**src/acdc_pkg.sv**
```systemverilog
// ----------------------------------------------------------------------------
// Audio clock drift compensator package
// Shared constants, types and frequency-adjust arithmetic.
// ----------------------------------------------------------------------------
package acdc_pkg;

  localparam int BLOCK_PERIOD_US_DEF   = 1000;
  localparam int MEASURE_PERIOD_US_DEF = 100000;
  localparam int WAIT_STEPS_DEF        = 100;

  localparam int TIME_W     = 32;
  localparam int CODE_W     = 16;
  localparam int THR_W      = 8;
  localparam int CNT_W      = 7;
  localparam int CFG_IDX_W  = 3;
  localparam int CFG_DATA_W = 16;
  localparam int CMP_W      = 16;

  localparam logic [CNT_W-1:0] CNT_MAX = 7'd127;

  // adjust = -(err * 1000) / 331, magnitude through a reciprocal multiply
  localparam int ADJ_IN_W      = 15;
  localparam int ADJ_MAG_W     = 17;
  localparam int ADJ_W         = 18;
  localparam int SUM_W         = 19;
  localparam int FREQ_GAIN_NUM = 1000;
  localparam int FREQ_GAIN_DEN = 331;
  localparam int ADJ_SHIFT     = 34;
  localparam int ADJ_RECIP_W   = 36;
  localparam int ADJ_PROD_W    = ADJ_SHIFT + ADJ_MAG_W;
  localparam logic [ADJ_RECIP_W-1:0] ADJ_RECIP = 36'(64'(FREQ_GAIN_NUM) *
      (((64'd1 << ADJ_SHIFT) + 64'(FREQ_GAIN_DEN) - 64'd1) / 64'(FREQ_GAIN_DEN)));

  localparam logic [THR_W-1:0]  LOCK_THR_RST   = 8'd16;
  localparam logic [THR_W-1:0]  UNLOCK_THR_RST = 8'd32;
  localparam logic [CODE_W-1:0] NOMINAL_RST    = 16'd39854;
  localparam logic [CODE_W-1:0] MIN_CODE_RST   = 16'd36834;
  localparam logic [CODE_W-1:0] MAX_CODE_RST   = 16'd42874;

  typedef enum logic [CFG_IDX_W-1:0] {
    REG_LOCK_THR   = 3'd0,
    REG_UNLOCK_THR = 3'd1,
    REG_NOMINAL    = 3'd2,
    REG_MIN_CODE   = 3'd3,
    REG_MAX_CODE   = 3'd4
  } acdc_reg_t;

  typedef enum logic [1:0] {
    MODE_INIT   = 2'd0,
    MODE_CALIB  = 2'd1,
    MODE_OFFSET = 2'd2,
    MODE_LOCKED = 2'd3
  } acdc_mode_t;

  typedef struct packed {
    logic [THR_W-1:0]  lock_thr;
    logic [THR_W-1:0]  unlock_thr;
    logic [CODE_W-1:0] nominal_code;
    logic [CODE_W-1:0] min_code;
    logic [CODE_W-1:0] max_code;
  } acdc_cfg_t;

  function automatic logic [ADJ_MAG_W-1:0] adj_mag(input logic [ADJ_IN_W-1:0] mag);
    logic [ADJ_PROD_W-1:0] prod;
    prod = ADJ_PROD_W'(mag) * ADJ_PROD_W'(ADJ_RECIP);
    return prod[ADJ_PROD_W-1 -: ADJ_MAG_W];
  endfunction

  // negative error raises the code, positive error lowers it
  function automatic logic signed [ADJ_W-1:0] adj_signed(input logic [ADJ_IN_W-1:0] mag,
                                                         input logic neg);
    logic signed [ADJ_W-1:0] qs;
    qs = $signed({1'b0, adj_mag(mag)});
    return neg ? qs : -qs;
  endfunction

endpackage

```
**src/audio_clock_drift_compensator_unit.sv**
```systemverilog
// ----------------------------------------------------------------------------
// Audio clock drift compensator
// Path: the accepting edge loads the first of three phase pipeline stages, which feed
// the trim loop result register.
// Throughput: one request per cycle while results drain; loop state steps per request.
// Reset: synchronous; clears pipeline, loop state to init and loads default
// configuration. Ready from the cycle after reset.
// ----------------------------------------------------------------------------
module audio_clock_drift_compensator_unit #(
  parameter int BLOCK_PERIOD_US   = acdc_pkg::BLOCK_PERIOD_US_DEF,
  parameter int MEASURE_PERIOD_US = acdc_pkg::MEASURE_PERIOD_US_DEF,
  parameter int WAIT_STEPS        = acdc_pkg::WAIT_STEPS_DEF
) (
  input  logic                              clk,
  input  logic                              rst,
  input  logic                              cfg_valid,
  output logic                              cfg_ready,
  input  logic [acdc_pkg::CFG_IDX_W-1:0]    cfg_index,
  input  logic [acdc_pkg::CFG_DATA_W-1:0]   cfg_data,
  input  logic                              in_valid,
  output logic                              in_ready,
  input  logic [acdc_pkg::TIME_W-1:0]       frame_start_us,
  input  logic [acdc_pkg::TIME_W-1:0]       last_ref_us,
  output logic                              out_valid,
  input  logic                              out_ready,
  output logic                              freq_write,
  output logic [acdc_pkg::CODE_W-1:0]       freq_code,
  output logic [1:0]                        loop_mode
);

  localparam int PMW = $clog2(BLOCK_PERIOD_US / 2 + 1);

  acdc_pkg::acdc_cfg_t                cfg;
  logic                               ph_valid, ph_ready;
  logic [acdc_pkg::TIME_W-1:0]        ph_ref, ph_base;
  logic signed [acdc_pkg::ADJ_W-1:0]  ph_adj_off, ph_adj_lock;
  logic [PMW-1:0]                     ph_mag;

  acdc_cfg u_cfg (
    .clk       (clk),
    .rst       (rst),
    .cfg_valid (cfg_valid),
    .cfg_ready (cfg_ready),
    .cfg_index (cfg_index),
    .cfg_data  (cfg_data),
    .cfg       (cfg)
  );

  acdc_phase #(
    .BLOCK_PERIOD_US   (BLOCK_PERIOD_US),
    .MEASURE_PERIOD_US (MEASURE_PERIOD_US)
  ) u_phase (
    .clk            (clk),
    .rst            (rst),
    .in_valid       (in_valid),
    .in_ready       (in_ready),
    .frame_start_us (frame_start_us),
    .last_ref_us    (last_ref_us),
    .out_valid      (ph_valid),
    .out_ready      (ph_ready),
    .ref_us         (ph_ref),
    .cal_base       (ph_base),
    .adj_off        (ph_adj_off),
    .adj_lock       (ph_adj_lock),
    .phase_mag      (ph_mag)
  );

  acdc_loop #(
    .BLOCK_PERIOD_US (BLOCK_PERIOD_US),
    .WAIT_STEPS      (WAIT_STEPS)
  ) u_loop (
    .clk        (clk),
    .rst        (rst),
    .cfg        (cfg),
    .in_valid   (ph_valid),
    .in_ready   (ph_ready),
    .ref_us     (ph_ref),
    .cal_base   (ph_base),
    .adj_off    (ph_adj_off),
    .adj_lock   (ph_adj_lock),
    .phase_mag  (ph_mag),
    .out_valid  (out_valid),
    .out_ready  (out_ready),
    .freq_write (freq_write),
    .freq_code  (freq_code),
    .loop_mode  (loop_mode)
  );

endmodule

```
**src/acdc_cfg.sv**
```systemverilog
// ----------------------------------------------------------------------------
// Configuration registers
// Holds thresholds and frequency code limits written over the config channel.
// ----------------------------------------------------------------------------
module acdc_cfg (
  input  logic                                 clk,
  input  logic                                 rst,
  input  logic                                 cfg_valid,
  output logic                                 cfg_ready,
  input  logic [acdc_pkg::CFG_IDX_W-1:0]       cfg_index,
  input  logic [acdc_pkg::CFG_DATA_W-1:0]      cfg_data,
  output acdc_pkg::acdc_cfg_t                  cfg
);

  assign cfg_ready = 1'b1;

  always_ff @(posedge clk) begin
    if (rst) begin
      cfg.lock_thr     <= acdc_pkg::LOCK_THR_RST;
      cfg.unlock_thr   <= acdc_pkg::UNLOCK_THR_RST;
      cfg.nominal_code <= acdc_pkg::NOMINAL_RST;
      cfg.min_code     <= acdc_pkg::MIN_CODE_RST;
      cfg.max_code     <= acdc_pkg::MAX_CODE_RST;
    end else if (cfg_valid) begin
      case (cfg_index)
        acdc_pkg::REG_LOCK_THR:   cfg.lock_thr     <= cfg_data[acdc_pkg::THR_W-1:0];
        acdc_pkg::REG_UNLOCK_THR: cfg.unlock_thr   <= cfg_data[acdc_pkg::THR_W-1:0];
        acdc_pkg::REG_NOMINAL:    cfg.nominal_code <= cfg_data[acdc_pkg::CODE_W-1:0];
        acdc_pkg::REG_MIN_CODE:   cfg.min_code     <= cfg_data[acdc_pkg::CODE_W-1:0];
        acdc_pkg::REG_MAX_CODE:   cfg.max_code     <= cfg_data[acdc_pkg::CODE_W-1:0];
        default: ;
      endcase
    end
  end

endmodule

```
**src/acdc_phase.sv**
```systemverilog
// ----------------------------------------------------------------------------
// Phase error front end
// Three-stage pipeline: block-period reciprocal divide, remainder and wrap,
// then offset and locked frequency adjustments from the phase error.
// ----------------------------------------------------------------------------
module acdc_phase #(
  parameter int BLOCK_PERIOD_US   = acdc_pkg::BLOCK_PERIOD_US_DEF,
  parameter int MEASURE_PERIOD_US = acdc_pkg::MEASURE_PERIOD_US_DEF
) (
  input  logic                                     clk,
  input  logic                                     rst,
  input  logic                                     in_valid,
  output logic                                     in_ready,
  input  logic [acdc_pkg::TIME_W-1:0]              frame_start_us,
  input  logic [acdc_pkg::TIME_W-1:0]              last_ref_us,
  output logic                                     out_valid,
  input  logic                                     out_ready,
  output logic [acdc_pkg::TIME_W-1:0]              ref_us,
  output logic [acdc_pkg::TIME_W-1:0]              cal_base,
  output logic signed [acdc_pkg::ADJ_W-1:0]        adj_off,
  output logic signed [acdc_pkg::ADJ_W-1:0]        adj_lock,
  output logic [$clog2(BLOCK_PERIOD_US / 2 + 1)-1:0] phase_mag
);

  localparam int PER_L = $clog2(BLOCK_PERIOD_US);
  localparam int QW    = 33 - PER_L;
  localparam int PMW   = $clog2(BLOCK_PERIOD_US / 2 + 1);
  localparam logic [32:0] RECIP = 33'(((64'd1 << (32 + PER_L)) +
      64'(BLOCK_PERIOD_US) - 64'd1) / 64'(BLOCK_PERIOD_US));
  localparam logic [31:0] PERIOD = 32'(BLOCK_PERIOD_US);
  localparam logic [31:0] HALF   = 32'(BLOCK_PERIOD_US / 2);
  localparam logic [31:0] MEAS   = 32'(MEASURE_PERIOD_US);

  logic        s1_valid, s2_valid, s3_valid;
  logic        rdy1, rdy2, rdy3;

  logic [31:0] diff;
  logic [64:0] quot_prod;
  logic [31:0] s1_diff;
  logic [QW-1:0] s1_quot;
  logic [31:0] s1_ref, s1_base;

  logic [31:0] rem0, rem, mag32;
  logic        neg;
  logic [PMW-1:0] s2_mag;
  logic        s2_neg;
  logic [31:0] s2_ref, s2_base;

  logic signed [acdc_pkg::ADJ_W-1:0] off_val, lock_val;
  logic [PMW-1:0] half_mag;

  assign rdy3     = !s3_valid || out_ready;
  assign rdy2     = !s2_valid || rdy3;
  assign rdy1     = !s1_valid || rdy2;
  assign in_ready = rdy1;
  assign out_valid = s3_valid;

  assign diff      = last_ref_us - frame_start_us;
  assign quot_prod = 65'(diff) * 65'(RECIP);

  always_comb begin
    rem0  = s1_diff - 32'(s1_quot) * PERIOD;
    rem   = (rem0 >= PERIOD) ? rem0 - PERIOD : rem0;
    neg   = rem > HALF;
    mag32 = neg ? PERIOD - rem : rem;
  end

  assign half_mag = s2_mag >> 1;
  assign off_val  = acdc_pkg::adj_signed(acdc_pkg::ADJ_IN_W'(s2_mag), s2_neg);
  assign lock_val = acdc_pkg::adj_signed(acdc_pkg::ADJ_IN_W'(half_mag), s2_neg);

  always_ff @(posedge clk) begin
    if (rst) begin
      s1_valid <= 1'b0;
      s2_valid <= 1'b0;
      s3_valid <= 1'b0;
    end else begin
      if (rdy1) s1_valid <= in_valid;
      if (rdy2) s2_valid <= s1_valid;
      if (rdy3) s3_valid <= s2_valid;
    end
  end

  always_ff @(posedge clk) begin
    if (rdy1 && in_valid) begin
      s1_diff <= diff;
      s1_quot <= quot_prod[64 -: QW];
      s1_ref  <= last_ref_us;
      s1_base <= MEAS - last_ref_us;
    end
    if (rdy2 && s1_valid) begin
      s2_mag  <= mag32[PMW-1:0];
      s2_neg  <= neg;
      s2_ref  <= s1_ref;
      s2_base <= s1_base;
    end
    if (rdy3 && s2_valid) begin
      adj_off   <= off_val;
      adj_lock  <= lock_val;
      phase_mag <= s2_mag;
      ref_us    <= s2_ref;
      cal_base  <= s2_base;
    end
  end

endmodule

```
**src/acdc_loop.sv**
```systemverilog
// ----------------------------------------------------------------------------
// Trim loop
// Init, calibrate, offset and locked mode sequencer with wait counter,
// calibrated centre code and the result register.
// ----------------------------------------------------------------------------
module acdc_loop #(
  parameter int BLOCK_PERIOD_US = acdc_pkg::BLOCK_PERIOD_US_DEF,
  parameter int WAIT_STEPS      = acdc_pkg::WAIT_STEPS_DEF
) (
  input  logic                                       clk,
  input  logic                                       rst,
  input  acdc_pkg::acdc_cfg_t                        cfg,
  input  logic                                       in_valid,
  output logic                                       in_ready,
  input  logic [acdc_pkg::TIME_W-1:0]                ref_us,
  input  logic [acdc_pkg::TIME_W-1:0]                cal_base,
  input  logic signed [acdc_pkg::ADJ_W-1:0]          adj_off,
  input  logic signed [acdc_pkg::ADJ_W-1:0]          adj_lock,
  input  logic [$clog2(BLOCK_PERIOD_US / 2 + 1)-1:0] phase_mag,
  output logic                                       out_valid,
  input  logic                                       out_ready,
  output logic                                       freq_write,
  output logic [acdc_pkg::CODE_W-1:0]                freq_code,
  output logic [1:0]                                 loop_mode
);

  localparam int SUM_W  = acdc_pkg::SUM_W;
  localparam int CODE_W = acdc_pkg::CODE_W;
  localparam int CNT_W  = acdc_pkg::CNT_W;
  localparam int CMP_W  = acdc_pkg::CMP_W;
  localparam logic [CNT_W-1:0] WAIT_LIM = CNT_W'(WAIT_STEPS);

  acdc_pkg::acdc_mode_t mode, mode_next;
  logic [CNT_W-1:0]     wait_counter, wait_counter_next, cnt_inc;
  logic [31:0]          measure_start_us, measure_start_us_next;
  logic [CODE_W-1:0]    centre_code, centre_code_next;
  logic                 write_next;
  logic [CODE_W-1:0]    code_next;

  logic                 take, waiting;
  logic [31:0]          cal_err, cal_abs;
  logic                 cal_neg, cal_big, cal_ok;
  logic signed [acdc_pkg::ADJ_W-1:0] cal_adj, sel_adj;
  logic signed [SUM_W-1:0] cal_code, trim_sum;
  logic [CODE_W-1:0]    trim_code;
  logic                 lock_hit, unlock_hit;

  assign in_ready = !out_valid || out_ready;
  assign take     = in_valid && in_ready;

  always_comb begin
    cnt_inc = (wait_counter < acdc_pkg::CNT_MAX) ? wait_counter + 7'd1 : wait_counter;
    waiting = cnt_inc < WAIT_LIM;

    cal_err  = cal_base + measure_start_us;
    cal_neg  = cal_err[31];
    cal_abs  = cal_neg ? (~cal_err + 32'd1) : cal_err;
    cal_big  = |cal_abs[31:acdc_pkg::ADJ_IN_W];
    cal_adj  = acdc_pkg::adj_signed(cal_abs[acdc_pkg::ADJ_IN_W-1:0], cal_neg);
    cal_code = $signed({3'b000, cfg.nominal_code}) + SUM_W'(cal_adj);
    cal_ok   = !cal_big && (cal_code >= $signed({3'b000, cfg.min_code}))
               && (cal_code <= $signed({3'b000, cfg.max_code}));

    sel_adj  = (mode == acdc_pkg::MODE_LOCKED) ? adj_lock : adj_off;
    trim_sum = $signed({3'b000, centre_code}) + SUM_W'(sel_adj);
    if (trim_sum[SUM_W-1]) begin
      trim_code = '0;
    end else if (|trim_sum[SUM_W-2:CODE_W]) begin
      trim_code = '1;
    end else begin
      trim_code = trim_sum[CODE_W-1:0];
    end

    lock_hit   = CMP_W'(phase_mag) < CMP_W'(cfg.lock_thr);
    unlock_hit = CMP_W'(phase_mag >> 1) > CMP_W'(cfg.unlock_thr);
  end

  always_comb begin
    mode_next             = mode;
    wait_counter_next     = wait_counter;
    measure_start_us_next = measure_start_us;
    centre_code_next      = centre_code;
    write_next            = 1'b0;
    code_next             = '0;
    if (take) begin
      case (mode)
        acdc_pkg::MODE_INIT: begin
          if (ref_us != '0) begin
            measure_start_us_next = ref_us;
            mode_next             = acdc_pkg::MODE_CALIB;
            wait_counter_next     = '0;
          end
        end
        acdc_pkg::MODE_CALIB: begin
          wait_counter_next = cnt_inc;
          if (!waiting) begin
            if (cal_ok) begin
              centre_code_next = cal_code[CODE_W-1:0];
              write_next       = 1'b1;
              code_next        = cal_code[CODE_W-1:0];
              mode_next        = acdc_pkg::MODE_OFFSET;
            end else begin
              mode_next = acdc_pkg::MODE_INIT;
            end
            wait_counter_next = '0;
          end
        end
        acdc_pkg::MODE_OFFSET: begin
          wait_counter_next = cnt_inc;
          if (!waiting) begin
            write_next = 1'b1;
            code_next  = trim_code;
            if (lock_hit) begin
              mode_next         = acdc_pkg::MODE_LOCKED;
              wait_counter_next = '0;
            end
          end
        end
        default: begin
          wait_counter_next = cnt_inc;
          if (!waiting) begin
            write_next        = 1'b1;
            code_next         = trim_code;
            wait_counter_next = '0;
            if (unlock_hit) mode_next = acdc_pkg::MODE_INIT;
          end
        end
      endcase
    end
  end

  always_ff @(posedge clk) begin
    if (rst) begin
      mode             <= acdc_pkg::MODE_INIT;
      wait_counter     <= '0;
      measure_start_us <= '0;
      centre_code      <= '0;
    end else begin
      mode             <= mode_next;
      wait_counter     <= wait_counter_next;
      measure_start_us <= measure_start_us_next;
      centre_code      <= centre_code_next;
    end
  end

  always_ff @(posedge clk) begin
    if (rst) begin
      out_valid <= 1'b0;
    end else if (in_ready) begin
      out_valid <= in_valid;
    end
  end

  always_ff @(posedge clk) begin
    if (take) begin
      freq_write <= write_next;
      freq_code  <= code_next;
      loop_mode  <= mode_next;
    end
  end

endmodule

```
**config.mk**
```make
export PLATFORM = sky130hd
export DESIGN_NAME = audio_clock_drift_compensator_unit
export DESIGN_NICKNAME = d
export VERILOG_FILES = /design/src/acdc_pkg.sv /design/src/audio_clock_drift_compensator_unit.sv /design/src/acdc_cfg.sv /design/src/acdc_phase.sv /design/src/acdc_loop.sv
export SDC_FILE = /design/constraint.sdc
export NUM_CORES = 2
export LEC_CHECK = 0
export ABC_AREA = 1
export BUFFER_PORTS_ARGS = -buffer_cell sky130_fd_sc_hd__buf_2
export CAP_MARGIN = 10
export CORE_UTILIZATION = 55
export CTS_CLUSTER_DIAMETER = 50
export DETAILED_ROUTE_END_ITERATION = 12
export MAX_ROUTING_LAYER = met4
export PLACE_DENSITY_LB_ADDON = 0.12
export SLEW_MARGIN = 20
export SYNTH_ARGS = -nofsm -noshare
export SYNTH_HDL_FRONTEND = slang
export SYNTH_SLANG_ARGS = --single-unit
```
**constraint.sdc**
```tcl
create_clock -name clk -period 11.9 [get_ports clk]
set_clock_uncertainty 0.2 [all_clocks]
set_input_delay 0.595 -clock clk [delete_from_list [all_inputs] [get_ports clk]]
set_output_delay 0.595 -clock clk [all_outputs]
set_load 0.01 [all_outputs]
```
# ---- Word level (Yosys, flattened, before mapping)
# Index checks and enable logic that the tools add are counted.
dict set report totals {
  register_bits 446
  out_inout_bits 22
}
dict set report op_classes {
  add_sub_neg 13
  mul 5
  magnitude_cmp 8
  n_eq_ne 8
  mux 32
  n_bitwise 2
  reduce_logical 28
}
# op count
set op_table {}
lappend op_table {{2-to-1 mux 16 bit} 5}
lappend op_table {{2-to-1 mux 32 bit} 2}
lappend op_table {{subtractor 32 bit} 2}
lappend op_table {{multiplier 32 x 29 -> 61 bit, second input constant} 1}
lappend op_table {{multiplier 15 x 33 -> 48 bit, second input constant} 1}
lappend op_table {{multiplier 9 x 33 -> 42 bit, second input constant} 1}
lappend op_table {{multiplier 8 x 33 -> 41 bit, second input constant} 1}
lappend op_table {{adder 17 x 18 -> 19 bit} 2}
lappend op_table {{2-to-1 mux 18 bit} 2}
lappend op_table {{2-to-1 mux 7 bit} 5}
lappend op_table {{adder 32 x 1 -> 32 bit, second input constant} 1}
lappend op_table {{adder 32 bit} 1}
lappend op_table {{greater-or-equal comparator 32 x 10 -> 1 bit, second input constant} 1}
lappend op_table {{greater-than comparator 32 x 9 -> 1 bit, second input constant} 1}
lappend op_table {{inverter 32 bit} 1}
lappend op_table {{case mux 16 bit (2 select lines)} 1}
lappend op_table {{nonzero test 32 bit} 1}
lappend op_table {{subtractor 17 x 32 -> 32 bit, first input constant} 1}
lappend op_table {{subtractor 32 x 10 -> 32 bit, second input constant} 1}
lappend op_table {{multiplier 23 x 7 -> 29 bit, second input constant} 1}
lappend op_table {{2-to-1 mux 11 bit} 2}
lappend op_table {{greater-or-equal comparator 19 x 17 -> 1 bit} 1}
lappend op_table {{<= comparator 19 x 17 -> 1 bit} 1}
lappend op_table {{negator 10 -> 18 bit} 1}
lappend op_table {{other kinds (30)} 59}

# ---- Depth between registers and ports, before layout
dict set report logic_depth {
  word_depth 15
  depth_mapped 78
  mapped_depth_nobuf 74
}

# ---- Modules after synthesis
# A second synthesis with hierarchy kept.
dict set report unflattened {
  cells_unflattened 7644
  hier_area_um2 61581.6
}
# module instances cells_per_inst area_per_inst_um2
set by_module_without_submodules {}
lappend by_module_without_submodules {acdc_phase 1 4426 40472.6}
lappend by_module_without_submodules {acdc_loop 1 2875 18637.9}
lappend by_module_without_submodules {acdc_cfg 1 343 2471.1}

# ---- Worst setup path before layout
# OpenSTA, ideal clock, no wires.
dict set report synth_path {
  path_kind {reg-to-reg}
  startpoint {reg u_phase.cal_base[9] (netlist bit)}
  endpoint {reg u_loop.centre_code[10]}
  setup_ps 128
  arrival_time_ps 11024
  path_slack_ps 548
  stages_incl_launch_ff 72
  n_path_buf 4
  synth_period_minus_slack_ps 11352
  cell_sequence {edfxtp_1 > ha_1 > nand2_1 > inv_1 > a21oi_2 > nor2_1 > nor2_1 > nand2_1 > nand3_1 > nand3b_1 > nand2_2 > clkbuf_1 > clkbuf_1 > buf_1 > nand2_1 > xnor2_1 > inv_1 > fa_1 > (+36 left out) > inv_1 > nand3_1 > inv_1 > a21oi_1 > o21ai_0 > nand2_1 > inv_1 > o21ai_0 > nand2_1 > o41ai_1 > nand3_1 > nand2_1 > nand2_1 > nor2_4 > buf_2 > nand4_1 > nand2_1 > nor2_1}
}
dict set report synth_via {
  elab_chain_cells 12
  elab_cells_between_ends 15
  classes_between {add/sub: 4; mul: 1; order compare: 2; mux: 2; bitwise: 1; reduce/logical: 5}
}
# item line
set synth_lines {}
lappend synth_lines {{start, declared} acdc_phase.sv:19} ;# output logic [acdc_pkg::TIME_W-1:0] cal_base,
lappend synth_lines {{start signal, assigned} acdc_phase.sv:102} ;# cal_base <= s2_base;
lappend synth_lines {{adder 32 bit (*)} acdc_loop.sv:55} ;# cal_err = cal_base + measure_start_us;
lappend synth_lines {{inverter 32 bit} acdc_loop.sv:57} ;# cal_abs = cal_neg ? (~cal_err + 32'd1) : cal_err;
lappend synth_lines {{adder 32 x 1 -> 32 bit} acdc_loop.sv:57}
lappend synth_lines {{2-to-1 mux 32 bit} acdc_loop.sv:57}
lappend synth_lines {{multiplier 15 x 33 -> 48 bit} acdc_pkg.sv:65} ;# prod = ADJ_PROD_W'(mag) * ADJ_PROD_W'(ADJ_RECIP);
lappend synth_lines {{negator 17 -> 18 bit} acdc_pkg.sv:74} ;# return neg ? qs : -qs;
lappend synth_lines {{2-to-1 mux 18 bit (*)} acdc_pkg.sv:74}
lappend synth_lines {{adder 17 x 18 -> 19 bit (*)} acdc_loop.sv:60} ;# cal_code = $signed({3'b000, cfg.nominal_code}) + SUM_W'(cal_adj);
lappend synth_lines {{via u_loop.cal_code[10]} acdc_loop.sv:44} ;# logic signed [SUM_W-1:0] cal_code, trim_sum;
lappend synth_lines {{greater-or-equal comparator 19 x 17 -> 1 bit} acdc_loop.sv:61} ;# cal_ok = !cal_big && (cal_code >= $signed({3'b000, cfg.min_code}))
lappend synth_lines {{logical AND 1 bit} acdc_loop.sv:61}
lappend synth_lines {{logical AND 1 bit} acdc_loop.sv:62} ;# && (cal_code <= $signed({3'b000, cfg.max_code}));
lappend synth_lines {{AND reduction 4 bit (no line)} -}
lappend synth_lines {{end signal, assigned} acdc_loop.sv:142} ;# centre_code <= centre_code_next;
lappend synth_lines {{end, declared} acdc_loop.sv:36} ;# logic [CODE_W-1:0] centre_code, centre_code_next;
# Mark *: on every way through the listed nets, which the timed path passes. The rest lies on a longest branch.
# A chain may end at the register's enable or synchronous reset.

# ---- Worst setup path after layout
dict set report layout_path {
  startpoint {reg u_phase.cal_base[12] (netlist bit)}
  endpoint {reg u_loop.freq_code[6] (netlist bit) (data pin)}
}
dict set report layout_via {
  elab_chain_cells 14
  elab_cells_between_ends 17
  classes_between {add/sub: 4; mul: 1; order compare: 2; mux: 5; bitwise: 1; reduce/logical: 4}
}
# item line
set layout_lines {}
lappend layout_lines {{adder 32 bit (*)} acdc_loop.sv:55}
lappend layout_lines {{inverter 32 bit} acdc_loop.sv:57}
lappend layout_lines {{adder 32 x 1 -> 32 bit} acdc_loop.sv:57}
lappend layout_lines {{2-to-1 mux 32 bit} acdc_loop.sv:57}
lappend layout_lines {{multiplier 15 x 33 -> 48 bit} acdc_pkg.sv:65}
lappend layout_lines {{negator 17 -> 18 bit} acdc_pkg.sv:74}
lappend layout_lines {{2-to-1 mux 18 bit (*)} acdc_pkg.sv:74}
lappend layout_lines {{adder 17 x 18 -> 19 bit (*)} acdc_loop.sv:60}
lappend layout_lines {{via u_loop.cal_code[11]} acdc_loop.sv:44}
lappend layout_lines {{greater-or-equal comparator 19 x 17 -> 1 bit} acdc_loop.sv:61}
lappend layout_lines {{logical AND 1 bit} acdc_loop.sv:61}
lappend layout_lines {{logical AND 1 bit (*)} acdc_loop.sv:62}
lappend layout_lines {{2-to-1 mux 16 bit (*)} acdc_loop.sv:97} ;# if (cal_ok) begin
lappend layout_lines {{2-to-1 mux 16 bit (*)} acdc_loop.sv:96} ;# if (!waiting) begin
lappend layout_lines {{case mux 16 bit (2 select lines) (*)} acdc_loop.sv:86} ;# case (mode)
lappend layout_lines {{via u_loop.code_next[6]} acdc_loop.sv:38} ;# logic [CODE_W-1:0] code_next;
lappend layout_lines {{end signal, assigned} acdc_loop.sv:157} ;# freq_code <= code_next;
lappend layout_lines {{end, declared} acdc_loop.sv:23} ;# output logic [acdc_pkg::CODE_W-1:0] freq_code,
# Marked as above.

==> results.env <==
HOLD_WS_PS=34.97
CLOCK_SINK_COUNT=443
NNETSFINAL=9184
MAX_SLEW_MARGIN_PCT=22.47
AREA_GROWTH_PCT=10.62
WORST_HOLD_PATH.NUM_CELLS=1
SYN_AREA_UM2=60200
CLOCK-ROOT-BUFFER='sky130_fd_sc_hd__clkbuf_16'
ASYNCSETRESETFLOPFRACSYNTH_PCT=0
FINALMAXSLEWVIOLATIONS=0
ROUTED_VIA_DENSITY=5.426
SYNTH.LIB_CELLS_USED.DISTINCT=72
GP_CONGESTION=1.026
R2R_CELLS=65
SYNTH.YOSYS.WARNINGS=0
R2R-START='u_phase.cal_base[12]'
I_O_PINS=110
EFFECTIVE_UTILIZATION_AT_FLOORPLAN_PCT=55.38
MOST_REPEATED_LIBRARY_CELL_ON_THE_CRITICAL_PATH='sky130_fd_sc_hd__nand2_1'
MAX_FREQ_MHz=87.78
CLOCK_INSERTION_DELAY_WORST_SKEW_PS=660
MIN_FROM='last_ref_us[2]'
CRIT_PATH_START_KIND='flop'
TIMING.SETUP.TNS_PS=0
TIMING.HOLD.WORST.CLASS='in -> reg'
ANTENNA_FOUND_INITIAL=0
OUTCOME='completed'
PATH_MAX_FANOUT=17
OVERALL_DIE_HEIGHT_UM=332.8
DIE_W_UM=332.8
YOSYS_REGISTER_BITS=443
SETUP_VIOLATORS_FINAL=0
DESIGN.DIE.AREA_UM2=110800
WORST_PATH_MAX_DELAY_CELL='sky130_fd_sc_hd__fa_2'
FINALCRITPERIODSHARE_PCT=95.73
WORST_CASE_HOLD_PATH_END_POINT='u_phase.s1_ref[2]'
ROUTEDWLPERCELL_UM=19.10
INSTANCES_NO_FILL=8985
PORT_BUFFERS=108
SYNTH-MAIN-FF-CELL='sky130_fd_sc_hd__edfxtp_1'
GRT.OVERFLOW.TOTAL=0
WORST_SETUP_HOLD_PATH_CLK_SLEW_PS=60
HTREE_LEVELS=2
STD_CELL_ROWS=121
DELAY_OF_THE_SLOWEST_CELL_ON_THE_WORST_PATH_PS=600
WORST-SLEW-PIN-TRANSITION_PS=1160
DRTPASS1ITERATIONS=5
CORE_AREA_UM2=108700
WIRE_LENGTH_OF_THE_FIRST_GLOBAL_ROUTING_PASS_UM=270200
TRACK_USAGE_PCT=32.19
PERIOD_NEEDED_PS=11390
SYN_NETS=8902
DR.FIRST_ITER.DRC_COUNT=2637
RR_ENDPOINT='u_loop.freq_code[6]'
SYNTH_CELLS=7238
CTS-BUFFERS-INSERTED=60
GRT_MAX_DEGREE=67
SETUP.WORST_PATH.CLASS='reg -> reg'
MAX-CAP-VIOLATIONS=0
SYNTH_SEQ_AREA_SHARE_PCT=20.02
GRT_PASS1_VIAS=50190
REPORT.FINAL.HOLD_VIOL_COUNT=0
DETAILED_PLACE_HPWL_UM=146400
CP_DATA_ARRIVAL_TIME_PS=11670
VIAS=48750
POST-ROUTE-UTIL_PCT=61.27
CLOCK_TREE.BUFFER_DEPTH=3
FINAL_LAYOUT_SIZE_SUFFIX_GT1_SHARE_PCT=8.243
SETUP.REG_TO_REG.WORST_SLACK_PS=510
SYNTH_EDF_COUNT=318
TRITONCTS='built'
DRC=0
WORSTSETUPENDPOINTTYPE='flop'
WORSTPATHREQUIRED_PS=12170
DETAIL-ROUTE-ANTENNA-NETS=0
PLACE_INST=8830
WIRELENGTH_UM=171600
SYNTHESIS.AREA_PER_INSTANCE_UM2=8.318
## per-stage QoR
step	instance area, um^2	setup slack [ps]
final	66600	507.7
after global routing	66600	-120.2
after CTS	65530	23.11
after detailed placement	63400	-146.6
after global placement	63380	-46.64
after floorplan	60200	548.3
## repair_timing
action / in CTS / in global routing
hold buffers: 12 / 0
setup endpoints to repair: 33 / 43
resized for setup: 4 / 193
gates cloned: 0 / 1
hold endpoints to repair: 12 / 0
buffers inserted: 2 / 27
pin swaps: 1 / 51
## registers in the layout, indices dropped and copies added, names as in the netlist, 16 cells and up
register,flops
u_cfg.cfg,64
u_loop.centre_code,16
u_loop.freq_code,16
u_loop.measure_start_us,32
u_phase.adj_lock,18
u_phase.adj_off,18
u_phase.cal_base,32
u_phase.ref_us,31
u_phase.s1_base,32
u_phase.s1_diff,32
u_phase.s1_quot,23
u_phase.s1_ref,31
u_phase.s2_base,32
u_phase.s2_ref,31
## Yosys cell counts (all sizes together), types with 2 or more instances
master	n	area share, %
inv	1593	9.9
nand2	1337	8.4
ha	953	20
fa	623	21
nor2	492	3.2
a21oi	444	3.7
o21ai	335	2.8
edfxtp	318	16
nand3	276	2.4
xor2	178	2.6
nand4	126	1.3
dfxtp	125	4.2
nor3	75	0.69
xnor2	72	1.0
clkbuf	42	0.26
nor4	30	0.31
a21o	29	0.36
o211ai	24	0.30
o21bai	22	0.27
a31oi	21	0.22
buf	13	0.13
o21a	13	0.16
or2	12	0.12
nand3b	9	0.11
o31ai	9	0.11
a211oi	8	0.10
a21boi	8	0.10
a221oi	8	0.12
and2	6	0.062
o2111ai	5	0.073
nor3b	4	0.066
o221ai	3	0.044
o311ai	3	0.044
a2111oi	2	0.029
a22o	2	0.029
clkinv	2	0.012
o211a	2	0.033
o221a	2	0.037
## cell families (layout without fill, tap and decap cells)
logic type / Yosys count / in the layout / synth area share [%]
AND/OR/NAND/NOR: 2370 / 2371 / 16.75
buffers and inverters: 1650 / 1981 / 10.34
adder cells (fa/ha/maj): 1576 / 1576 / 40.52
AO/OA/AOI/OAI: 947 / 947 / 8.683
flip-flops: 443 / 443 / 20.02
XOR/XNOR: 250 / 250 / 3.662
other: 1 / 2 / 0.006229
multiplexers: 1 / 1 / 0.01663
## worst max path at each step
stage / start / end / slack, ps / cells past startpoint
finish: u_phase.cal_base[12] / u_loop.freq_code[6] / 510 / 65
global route: u_phase.cal_base[12] / u_loop.centre_code[6] / -120 / 71
CTS: u_phase.cal_base[2] / u_loop.freq_code[2] / 20 / 67
detailed placement: u_phase.cal_base[2] / u_loop.freq_code[2] / -150 / 68
global placement: u_phase.cal_base[2] / u_loop.centre_code[9] / -50 / 70
floorplan: u_phase.cal_base[9] / u_loop.centre_code[10] / 550 / 71
## cell usage in the layout, fill, tap and decap left out, types with 11 or more instances in the layout
cell / netlist / layout
sky130_fd_sc_hd__a21oi_1: 437 / 418
sky130_fd_sc_hd__ha_1: 953 / 921
sky130_fd_sc_hd__nand2_1: 1324 / 1297
sky130_fd_sc_hd__o21ai_1: 10 / 21
sky130_fd_sc_hd__fa_1: 623 / 618
sky130_fd_sc_hd__or2_2: 11 / 11
sky130_fd_sc_hd__edfxtp_1: 318 / 318
sky130_fd_sc_hd__ha_4: 0 / 24
sky130_fd_sc_hd__nor2_1: 470 / 442
sky130_fd_sc_hd__xor2_1: 176 / 153
sky130_fd_sc_hd__o211ai_1: 24 / 24
sky130_fd_sc_hd__a21oi_2: 6 / 24
sky130_fd_sc_hd__dlygate4sd3_1: 0 / 12
sky130_fd_sc_hd__xnor2_2: 0 / 12
sky130_fd_sc_hd__nand3_1: 269 / 263
sky130_fd_sc_hd__o21ai_0: 322 / 305
sky130_fd_sc_hd__clkbuf_16: 0 / 61
sky130_fd_sc_hd__nor2_2: 16 / 36
sky130_fd_sc_hd__o21bai_1: 22 / 21
sky130_fd_sc_hd__nor2_4: 6 / 14
sky130_fd_sc_hd__buf_4: 2 / 148
sky130_fd_sc_hd__buf_2: 7 / 108
sky130_fd_sc_hd__a21o_1: 29 / 29
sky130_fd_sc_hd__nand2_2: 10 / 33
sky130_fd_sc_hd__nor3_1: 68 / 64
sky130_fd_sc_hd__inv_1: 1589 / 1577
sky130_fd_sc_hd__dfxtp_1: 125 / 125
sky130_fd_sc_hd__a31oi_1: 21 / 21
sky130_fd_sc_hd__xor2_2: 2 / 25
sky130_fd_sc_hd__inv_2: 4 / 15
sky130_fd_sc_hd__nand4_1: 124 / 124
sky130_fd_sc_hd__nor4_1: 30 / 29
sky130_fd_sc_hd__xnor2_1: 72 / 59
sky130_fd_sc_hd__o21a_1: 13 / 13
## layer usage
metal	track usage, %	up-vias	part of all wire (%)	wire length (um)
li1	-	23900	-	-
met1	38.80	23440	43	73100
met2	55.77	1085	49	84400
met3	2.752	331	3.8	6461
met4	12.63	0	4.5	7639
met5	-	-	0	0
## area by class of cell
cell class              instances  area (um^2)
multi-input cells            5146        42940
fillers                      9874        42100
flip-flops and latches        443        12050
inverters                    1595         5989
repair buffers                274         1852
well taps                    1414         1769
clock buffers                  73         1592
clock inverters                39        397.9
diodes                          1        2.502
## worst max-delay path, delay by kind of cell, from the launching register on
| kind | cells | cell delay [ps] |
|---|---|---|
| fa+ha+maj | 11 | 4560 |
| simple gates | 33 | 3420 |
| compound gates | 7 | 1040 |
| buf+inv | 11 | 960 |
| xor+xnor | 3 | 660 |
| flops | 1 | 420 |
Power is left out: the tool's default activity adds up to more than one toggle a clock period on the data nets, which glitch-free logic cannot reach.
